## src/sv/olist_pkg.sv

```systemverilog
// ----------------------------------------------------------------------------
// olist_pkg
// Shared types and constants for the ordered list engine: op and status
// codes, sequencer states and the compare result bundle.
// ----------------------------------------------------------------------------
package olist_pkg;

   localparam int CAPACITY_DEF = 256;

   localparam int OP_W   = 3;
   localparam int POS_W  = 10;
   localparam int VAL_W  = 32;
   localparam int STAT_W = 2;
   localparam int CNT_W  = 11;

   localparam logic signed [VAL_W-1:0] NOT_FOUND = '1;

   typedef enum logic [OP_W-1:0] {
      OP_INSERT = 3'd0,
      OP_DELETE = 3'd1,
      OP_READ   = 3'd2,
      OP_SEARCH = 3'd3,
      OP_MIN    = 3'd4,
      OP_DEDUP  = 3'd5,
      OP_CLEAR  = 3'd6
   } op_type;

   typedef enum logic [STAT_W-1:0] {
      ST_OK    = 2'd0,
      ST_RANGE = 2'd1,
      ST_FULL  = 2'd2,
      ST_EMPTY = 2'd3
   } status_type;

   typedef enum logic [2:0] {
      S_IDLE,
      S_DECIDE,
      S_SHIFT_UP,
      S_PUT,
      S_SCAN,
      S_DD_RDI,
      S_DD_GETI,
      S_DD_SCAN
   } state_type;

   typedef struct packed {
      logic eq;
      logic lt;
   } cmp_type;

endpackage

```

## src/sv/olist_cmp.sv

```systemverilog
// ----------------------------------------------------------------------------
// olist_cmp
// Shared compare unit: equality and signed less-than of a memory word
// against the operand the sequencer selects.
// ----------------------------------------------------------------------------
module olist_cmp
   import olist_pkg::*;
(
   input  logic signed [VAL_W-1:0] a,
   input  logic signed [VAL_W-1:0] b,
   output cmp_type                 res
);

   always_comb begin
      res.eq = (a == b);
      res.lt = (a < b);
   end

endmodule

```

## config.mk

```make
export PLATFORM = sky130hd
export DESIGN_NAME = olist_cmp
export DESIGN_NICKNAME = d
export VERILOG_FILES = /design/src/sv/olist_pkg.sv /design/src/sv/olist_cmp.sv
export SDC_FILE = /design/constraint.sdc
export NUM_CORES = 1
export LEC_CHECK = 0
export BUFFER_PORTS_ARGS = -buffer_cell sky130_fd_sc_hd__clkbuf_2
export CORE_MARGIN = 2
export CORE_UTILIZATION = 45
export DETAILED_ROUTE_END_ITERATION = 8
export GPL_ROUTABILITY_DRIVEN = 0
export PLACE_DENSITY_LB_ADDON = 0.12
export SLEW_MARGIN = 0
export SYNTH_ARGS = -nofsm -noshare
export SYNTH_HDL_FRONTEND = slang
export SYNTH_SLANG_ARGS = --single-unit
```

## constraint.sdc

```tcl
create_clock -name vclk -period 3.3
set_input_delay 0.495 -clock vclk [all_inputs]
set_output_delay 0.495 -clock vclk [all_outputs]
set_load 0.005 [all_outputs]
```

# Yosys cells after proc, flatten, opt, wreduce, memory -nomap -nowiden
# Cells that the tools add are included.
[totals]
ff_bits = 0
input_bits = 64
elab_cells = 2
out_inout_bits = 2
[op_classes]
n_eq_ne = 1
n_lt_le_gt_ge = 1
[op_table]
columns = ["operator", "n"]
rows = [
  ["== test 32 bit", 1],
  ["< comparator 32 bit", 1],
]

# Longest topological paths before layout
# Gate-level depths: netlist of the first run.
[logic_depth]
depth_word = 1
depth_mapped = 7
mapped_depth_nobuf = 7

# Worst setup path after synthesis of the first run
# OpenSTA, ideal clock, no wires.
[synth_timing]
path_type = "in2out"
start = "input port b[14]"
end = "output port res[0] (netlist name)"
path_stages = 7
arrival_ps = 1719
required_ps = 2805
setup_slack_ps = 1086
n_path_buf = 0
path_cell_list = "inv_1 > ha_1 > a21oi_2 > nand2_1 > a221o_1 > o31a_1 > o22ai_2"
[synth_lines]
columns = ["element", "line_no", "text"]
rows = [
  ["start: declaration", "olist_cmp.sv:10", "input logic signed [VAL_W-1:0] b,"],
  ["end: declaration", "olist_cmp.sv:11", "output cmp_type res"],
]

==> results of run 1 <==
layer usage:
layer,vias to the layer above,track usage (%)
met3,0,0.784
li1,528,-
met1,405,17.0
met4,0,2.22
met2,31,33.9
met5,-,0
through the flow:
step           setup slack [ns]  util [%]  power (mW)  instance area, um2  cells
5_1_grt                   0.663      68.5       0.143                1180    204
6_report                  0.777      68.5       0.123                1180    204
2_1_floorplan              1.09         -      0.0712                 821    113
3_3_place_gp              0.827      68.5       0.120                1180    204
3_5_place_dp              0.790      68.5       0.124                1180    204
4_1_cts                   0.784      68.5       0.126                1180    204
path summary, 6_finish.rpt:
check | startpoint | end | slack, ns | depth (start not counted)
worst max-delay path | b[23] | res[0] | 0.78 | 9
worst min-delay path | a[31] | res[0] | 1.48 | 4
final cells by class:
type,count,area [um2]
Multi-Input combinational cell,81,701
Fill cell,178,544
Timing Repair Buffer,66,330
Inverter,32,120
Tap cell,25,31.3
cell families (layout without fill, tap and decap cells):
family | count (synthesis) | count (layout) | synth area share, %
buffers and inverters | 32 | 98 | 14.6
AO/OA/AOI/OAI | 25 | 25 | 20.6
adder cells (fa/ha/maj) | 32 | 32 | 48.8
AND/OR/NAND/NOR | 24 | 24 | 16.0
cells in the mapped netlist:
| cell | n | share of area (%) |
|---|---|---|
| o22ai_2 | 1 | 1.5 |
| a21o_1 | 2 | 1.8 |
| ha_1 | 32 | 49 |
| a211oi_1 | 1 | 0.91 |
| nand3_1 | 2 | 1.2 |
| o21ai_1 | 1 | 0.61 |
| inv_1 | 32 | 15 |
| nand4_1 | 6 | 4.6 |
| o211ai_1 | 1 | 0.91 |
| a21oi_2 | 1 | 1.1 |
| nor2b_1 | 1 | 0.76 |
| o31a_1 | 1 | 1.1 |
| nor2_1 | 4 | 1.8 |
| o21ai_0 | 2 | 1.2 |
| a221o_1 | 1 | 1.2 |
| nor3_1 | 1 | 0.61 |
| a221oi_1 | 1 | 1.1 |
| a21oi_1 | 11 | 6.7 |
| nand4_2 | 1 | 1.5 |
| nand2_1 | 7 | 3.2 |
| o2111ai_1 | 1 | 1.1 |
| nor4_1 | 1 | 0.76 |
| a21boi_2 | 1 | 1.4 |
| nor4_2 | 1 | 1.5 |
cells in the final DEF, fill, tap and decap left out, drive strengths merged, types with 2 or more instances in the layout:
cell type  instances
a21o               2
inv               32
nand2              7
a21oi             12
nor4               2
clkbuf            66
nor2               4
o21ai              3
ha                32
nand3              2
nand4              7
worst max-delay path, delay by kind of cell:
kind	cells	cell delay [ns]
buf+inv	3	0.25
fa+ha+maj	1	0.30
compound gates	5	0.99
power groups by stage:
| stage | Combinational, mW | Sequential, mW | Clock [mW] |
|---|---|---|---|
| floorplan | 0.0712 | 0 | 0 |
| global placement | 0.120 | 0 | 0 |
| detailed placement | 0.124 | 0 | 0 |
| CTS | 0.126 | 0 | 0 |
| global route | 0.143 | 0 | 0 |
| finish | 0.123 | 0 | 0 |
==> out/metrics.cfg, run 1 <==
[detailed_routing]
vias_per_cell=4.73
via_count=964
drc_errors=0
wl_per_cell_um=8.43
drt_iter0_drc=6
wl_met1_um=691
totalWireLength_um=1720
drt_pass1_iterations=2
route.met3.wl_um=127
routed.top_layer=met3
postRouteAntennaNets=0
met2WireLength_um=900

[clock_network]
post_cts_buffers=0
cts_resized=0
ctsHoldBuffers=0

[worst_setup_path]
cp_slowest_stage_delay_ns=0.42
critPathRequiredTime_ns=2.80
start_kind=input pin
setup.worst_path.end_class=output pin
cp_max_fo=3
cp.arrival_ns=2.03
cp_slowest_cell=a221oi_1
path_class=in2out
path_cells=clkbuf_2, inv_1, ha_1, a21oi_1, o21ai_1, a221oi_1, o2111ai_1, o22ai_2, clkbuf_2
cpMostUsedCell=clkbuf_2

[global_route]
overflow=0
grt_pass1_wl_um=2730
grt_max_degree=5
grt_pass1_vias=809
antenna_found_initial=0
grt_usage_pct=15.9

[cells_and_area]
seq_cell_count=0
register_area_um2=0
area_delta_synth_final_pct=44.1
clockBufferCount=0
nets=277
num_antenna_cells=0
drive_above_1_share_pct=39.7

[place]
port_buffers=66
dp_hpwl_um=1710

[sta]
fin_crit_sh_pct=76.5
fin_crit_ns=2.52
setup_tns_ns=0
rsz0062_at_grt=no
worst_slew_pin_slew_ns=0.398
hold_ws_ns=1.48
setup_viol=0
slew_violations=0
hold_viol=0
slew-limit-headroom_pct=73.5
fmax_mhz=396

[pwr]
power_leakage_nw=0.778
p_int_uw=66.6
switching_share_pct=46.0
p_comb_share_pct=100.0
p_clk_share_pct=0
seqPwrFrac_pct=0
peakVddDrop_mv=0.0594
p_switching_uw=56.7
power_density_nw_per_um2=104

[synthesis]
netlist_area_um2=821
yosysWarnings=0
seq_area_frac_synth_pct=0
synthCells=113
syn_avg_cell_area_um2=7.26
synth_fp_nets=209
ys_types=24

[floorplanning]
initial_core_util_pct=47.5
rows=15
die_area_um2=2180
die_w_um=46.7
num_io_pins=66
coreArea_um2=1730
die_h_um=46.7

[min_path]
hp-class=in2out

[flow_run]
drv_cap=0

[run_status]
status=finished clean

No activity file was read; power rests on OpenSTA's default activity.
==> run 2: changes to the inputs <==
--- a/config.mk
+++ b/config.mk
@@ -5,9 +5,10 @@
 export SDC_FILE = /design/constraint.sdc
 export NUM_CORES = 1
 export LEC_CHECK = 0
+export ABC_AREA = 1
 export BUFFER_PORTS_ARGS = -buffer_cell sky130_fd_sc_hd__clkbuf_2
 export CORE_MARGIN = 2
-export CORE_UTILIZATION = 45
+export CORE_UTILIZATION = 39
 export DETAILED_ROUTE_END_ITERATION = 8
 export GPL_ROUTABILITY_DRIVEN = 0
 export PLACE_DENSITY_LB_ADDON = 0.12
==> constraint.sdc (replaced) <==
create_clock -name vclk -period 2.2
set_input_delay 0.33 -clock vclk [all_inputs]
set_output_delay 0.33 -clock vclk [all_outputs]
set_load 0.005 [all_outputs]
==> run 2 against run 1 <==
Against the previous run: cell count grew 17%; sequential cell count unchanged; core utilization shrank 11 points; combinational power increased by 63%; power rose by 62%; critical path depth rose by 2; clock-buffer cell count is the same; non-clock buffer count is the same; first-iteration DRC count up 33%.
==> out/metrics.cfg, run 2 <==
[run_status]
status=finished clean

[worst_setup_path]
setup.worst_path.end_class=output pin
start_kind=input pin
path_cells=clkbuf_2, inv_1, ha_1, a21oi_1, o21a_2, nand2_1, a21oi_2, nand2_1, nand2_1, nand2_1, clkbuf_2
cp_max_fo=4  ; +1
critPathRequiredTime_ns=1.87  ; -0.93 ns
cp_slowest_stage_delay_ns=0.32  ; -0.10 ns
cp.arrival_ns=1.52  ; -0.51 ns
cp_slowest_cell=ha_1
path_class=in2out
cpMostUsedCell=nand2_1

[place]
postPlaceCellArea_um2=1250  ; +5.8%
pre_cts_slack_ns=0.310  ; -0.480 ns
dp_hpwl_um=1820  ; +6.4%
port_buffers=66  ; unchanged

[cells_and_area]
nets=308  ; +11%
area_delta_synth_final_pct=41.2
drive_above_1_share_pct=34.8  ; -4.9 points
final_cell_area_um2=1250  ; +5.8%
num_antenna_cells=0  ; unchanged
seq_cell_count=0  ; unchanged
register_area_um2=0  ; unchanged
fin_util_pct=57.7  ; -11 points
final_cell_mix=66 x clkbuf_2, 40 x inv_1, 34 x nand2_1
mostFrequentLayoutCell=clkbuf_2
clockBufferCount=0  ; unchanged

[synthesis]
syn_avg_cell_area_um2=6.15  ; -15%
ys_types=16  ; -33%
yosysMostFrequentCell=inv_1
synth_top_cells_by_count=40 x inv_1, 34 x nand2_1, 32 x ha_1, 12 x a21oi_1, 9 x nor2_1
synthCells=144  ; +27%
yosysWarnings=0  ; unchanged
synth_top_cell_area_share_pct=45.2  ; -3.6 points
synth_top_area_cell=ha_1
netlist_area_um2=886  ; +7.9%
synth_fp_nets=240  ; +15%
synthTopCellsByArea=ha_1 45%, inv_1 17%, nand2_1 14%, a21oi_1 6.8%, nor2_1 3.8%
seq_area_frac_synth_pct=0  ; unchanged

[global_route]
grt_pass1_wl_um=2980  ; +9.4%
grt_pass1_vias=879  ; +8.7%
antenna_found_initial=0  ; unchanged
grt_max_degree=5  ; unchanged
grt_usage_pct=13.3  ; -2.6 points
overflow=0  ; unchanged

[pwr]
switching_share_pct=48.1  ; +2.1 points
p_int_uw=104  ; +56%
p_comb_share_pct=100.0  ; about the same
power_leakage_nw=0.886  ; +14%
power_density_nw_per_um2=160  ; +53%
p_switching_uw=96.1  ; +69%
seqPwrFrac_pct=0  ; unchanged
p_clk_share_pct=0  ; unchanged
peakVddDrop_mv=0.0817  ; +38%

[sta]
setup_viol=0  ; unchanged
timing.final.ws_setup_ns=0.347  ; -0.430 ns
worst_slew_pin_slew_ns=0.171  ; -0.227 ns
rsz0062_at_grt=no
fin_crit_sh_pct=84.2
hold_ws_ns=1.19  ; -0.287 ns
fin_crit_ns=1.85
hold_viol=0  ; unchanged
slew-limit-headroom_pct=88.6  ; +15 points
slew_violations=0  ; unchanged
setup_tns_ns=0  ; unchanged
fmax_mhz=540

[detailed_routing]
postRouteAntennaNets=0  ; unchanged
totalWireLength_um=1810  ; +5.4%
via_count=1039  ; +7.8%
drt_pass1_iterations=5  ; +3
drc_errors=0  ; unchanged
vias_per_cell=4.37  ; -7.6%
drt_iter0_drc=8  ; +2
wl_per_cell_um=7.61  ; -9.6%

[min_path]
hold_end=res[1]
hold_start=b[0]
hp-class=in2out
hold_depth=5  ; +1

[floorplanning]
initial_core_util_pct=40.8  ; -6.7 points
coreArea_um2=2170  ; +26%
rows=17  ; +2
die_h_um=51.7  ; +11%
num_io_pins=66  ; unchanged
die_area_um2=2670  ; +22%
die_w_um=51.7  ; +11%

[clock_network]
post_cts_buffers=0  ; unchanged
cts_resized=0  ; unchanged
ctsHoldBuffers=0  ; unchanged

[flow_run]
drv_cap=0  ; unchanged

## run 2: changes by cell type in the layout (fill, tap and decap cells not counted), moves of 2 or more
cell     change
nand4_1      -4
nand2_1     +27
nand2_2      +2
nor2_1       +5
inv_1        +8
## run 2: how the worst max path moves through the flow
stage / start / end
final: b[31] / res[0]
after detailed placement: b[23] / res[0]
after global placement: b[31] / res[0]
after CTS: b[23] / res[0]
after floorplan: b[31] / res[0]
after global routing: b[19] / res[0]
## run 2: metrics by stage
stage	instances	power (mW)
floorplan	144	0.120
global placement	238	0.194
detailed placement	238	0.204
CTS	238	0.205
global route	238	0.236
finish	238	0.200
## run 2: cells by family after synthesis
logic type / after synthesis / synth area share [%]
buffers and inverters: 40 / 16.9
AND/OR/NAND/NOR: 55 / 27.1
adder cells (fa/ha/maj): 32 / 45.2
AO/OA/AOI/OAI: 17 / 10.7
## run 2: critical path, delay by kind of cell
family	cells	cell delay (ns)
compound gates	3	0.42
buf+inv	3	0.21
fa+ha+maj	1	0.32
simple gates	4	0.22
## run 2: cell type report
type	instances	area, um2
repair buffers	66	330
multi-input cells	104	736
well taps	28	35.0
inverters	40	150
fillers	228	918
## run 2: power groups by stage
stage	Combinational [mW]	Sequential, mW	Clock, mW
6_report	0.200	0	0
5_1_grt	0.236	0	0
4_1_cts	0.205	0	0
3_5_place_dp	0.204	0	0
3_3_place_gp	0.194	0	0
2_1_floorplan	0.120	0	0
## run 2: per-layer routing
layer  vias to the layer above  wire (um)  global-route usage (%)
li1                        585          -                       -
met1                       420        728                    15.5
met2                        34        952                    27.4
met3                         0        130                   0.575
met4                         0          0                   0.877
met5                         -          0                       0
==> run 3: changes to the inputs <==
==> constraint.sdc (replaced) <==
create_clock -name vclk -period 1.65
set_input_delay 0.2475 -clock vclk [all_inputs]
set_output_delay 0.2475 -clock vclk [all_outputs]
set_load 0.005 [all_outputs]
==> run 3 against run 2 <==
Against the previous run: the flow now finishes with violations (setup timing); power up 110%; via count up 8.5%; largest cell class unchanged; global-route usage up 2.9 points; cell count up 1.3%; design area up 36%; clock-buffer cell count unchanged; critical path depth up 2; critical endpoint unchanged; largest power group unchanged; worst setup slack worse by 0.35 ns.
==> out/metrics.cfg, run 3 (synthesis gave the netlist of run 2 again) <==
[run_status]
status=complete, but fails checks
violations=setup timing

[pwr]
power_leakage_nw=0.921  ; +4.0%
power_density_nw_per_um2=250  ; +57%
p_total_uw=425  ; +110%
peakVddDrop_mv=0.165  ; +100%

[global_route]
grt_usage_pct=16.2  ; +2.9 points
grt_pass1_wl_um=3480  ; +17%
grt_pass1_vias=974  ; +11%
grt_max_degree=4  ; -1
overflow=0  ; unchanged
antenna_found_initial=0  ; unchanged

[detailed_routing]
vias_per_cell=4.68  ; +7.1%
drc_errors=0  ; unchanged
drt_iter0_drc=2  ; -6
totalWireLength_um=2490  ; +37%
via_count=1127  ; +8.5%
postRouteAntennaNets=0  ; unchanged
drt_pass1_iterations=5  ; unchanged
wl_per_cell_um=10.3  ; +36%

[worst_setup_path]
cp_slowest_cell=ha_4
cp.arrival_ns=1.41  ; -0.11 ns
startpoint=b[7]
cp_max_fo=2  ; -2
path_class=in2out
start_kind=input pin
critPathRequiredTime_ns=1.40  ; -0.47 ns
cp-endpoint=res[0]
path_cells=clkbuf_2, inv_2, ha_4, a21o_1, nor2_1, nand2_1, nand2_1, nand2_1, nand2_1, nand2_1, nand2_1, nand2_1, clkbuf_2
cp_slowest_stage_delay_ns=0.19  ; -0.13 ns
setup.worst_path.end_class=output pin
cpMostUsedCell=nand2_1

[cells_and_area]
final_cell_mix=56 x clkbuf_2, 23 x inv_1, 23 x nand2_1
seq_cell_count=0  ; unchanged
register_area_um2=0  ; unchanged
drive_above_1_share_pct=64.8  ; +30 points
mostFrequentLayoutCell=clkbuf_2
clockBufferCount=0  ; unchanged
nets=311  ; +0.97%
num_antenna_cells=0  ; unchanged
area_delta_synth_final_pct=92.1

[place]
port_buffers=66  ; unchanged
pre_cts_slack_ns=-0.0269  ; -0.337 ns
dp_hpwl_um=1860  ; +2.4%

[min_path]
hp-class=in2out

[floorplanning]
initial_core_util_pct=40.8  ; unchanged
die_area_um2=2670  ; unchanged
rows=17  ; unchanged
die_w_um=51.7  ; unchanged
die_h_um=51.7  ; unchanged
coreArea_um2=2170  ; unchanged
num_io_pins=66  ; unchanged

[sta]
fin_crit_ns=1.66
hold_viol=0  ; unchanged
slew_violations=0  ; unchanged
slew-limit-headroom_pct=87.5  ; -1.1 points
rsz0062_at_grt=yes
fin_crit_sh_pct=100
fmax_mhz=603
setup_viol=1  ; +1
worst_slew_pin_slew_ns=0.186  ; +0.0158 ns
timing.final.ws_setup_ns=-0.00731  ; -0.354 ns

[clock_network]
ctsHoldBuffers=0  ; unchanged

[flow_run]
drv_cap=0  ; unchanged

[run 3: cell types whose count changed in the layout (fill, tap and decap cells not counted), moves of 9 or more]
| cell | change |
|---|---|
| buf_6 | +9 |
| nand2_1 | -11 |
| ha_4 | +22 |
| nand2_2 | +10 |
| clkbuf_2 | -10 |
| inv_1 | -17 |
| inv_2 | +16 |
| ha_1 | -23 |
[run 3: what timing repair did]
action                     CTS  global route
pin swaps                    8            36
cloned                       0             0
setup endpoints to repair    1             2
resized for setup           11            68
buffers inserted             0             1
[run 3: final cells by class]
cell class	instances	area, um2
Fill cell	158	468
Inverter	40	153
Multi-Input combinational cell	104	1100
Tap cell	28	35.0
Timing Repair Buffer	69	409
[run 3: metrics by stage]
step / instance area, um2 / TNS, ns / hold WS, ns / cells / util [%]
final: 1700 / -0.00731 / 0.990 / 241 / 78.4
after global routing: 1700 / -0.180 / 1.03 / 241 / 78.4
after CTS: 1360 / -0.00914 / 1.03 / 240 / 62.8
after detailed placement: 1270 / -0.0269 / 1.03 / 240 / 58.4
after global placement: 1270 / -0.00629 / 1.03 / 240 / 58.4
after floorplan: 886 / 0 / 0.809 / 144 / -
[run 3: how the worst min path moves through the flow]
stage / start / endpoint / cells after the start / slack, ns
floorplan: a[31] / res[0] / 4 / 0.81
global placement: b[0] / res[1] / 5 / 1.03
detailed placement: b[0] / res[1] / 5 / 1.03
CTS: b[0] / res[1] / 5 / 1.03
global route: a[1] / res[1] / 5 / 1.03
finish: a[1] / res[1] / 5 / 0.99
[run 3: where the power goes]
| group | internal, mW | leakage, nW | switching, mW |
|---|---|---|---|
| clock network | 0 | 0 | 0 |
| registers | 0 | 0 | 0 |
| logic | 0.226 | 0.921 | 0.199 |
[run 3: worst max-delay path: cells and delay by family]
family | cells | cell delay (ns)
AND/OR/NAND/NOR | 8 | 0.54
buffers and inverters | 3 | 0.25
adder cells (fa/ha/maj) | 1 | 0.19
AO/OA/AOI/OAI | 1 | 0.17
[run 3: layer usage]
| layer | vias up | GRT usage (%) | share of wire (%) |
|---|---|---|---|
| met5 | - | 0 | 0 |
| li1 | 592 | - | - |
| met4 | 0 | 0 | 0.68 |
| met1 | 501 | 17.0 | 35 |
| met3 | 2 | 0.575 | 5.0 |
| met2 | 32 | 36.1 | 59 |
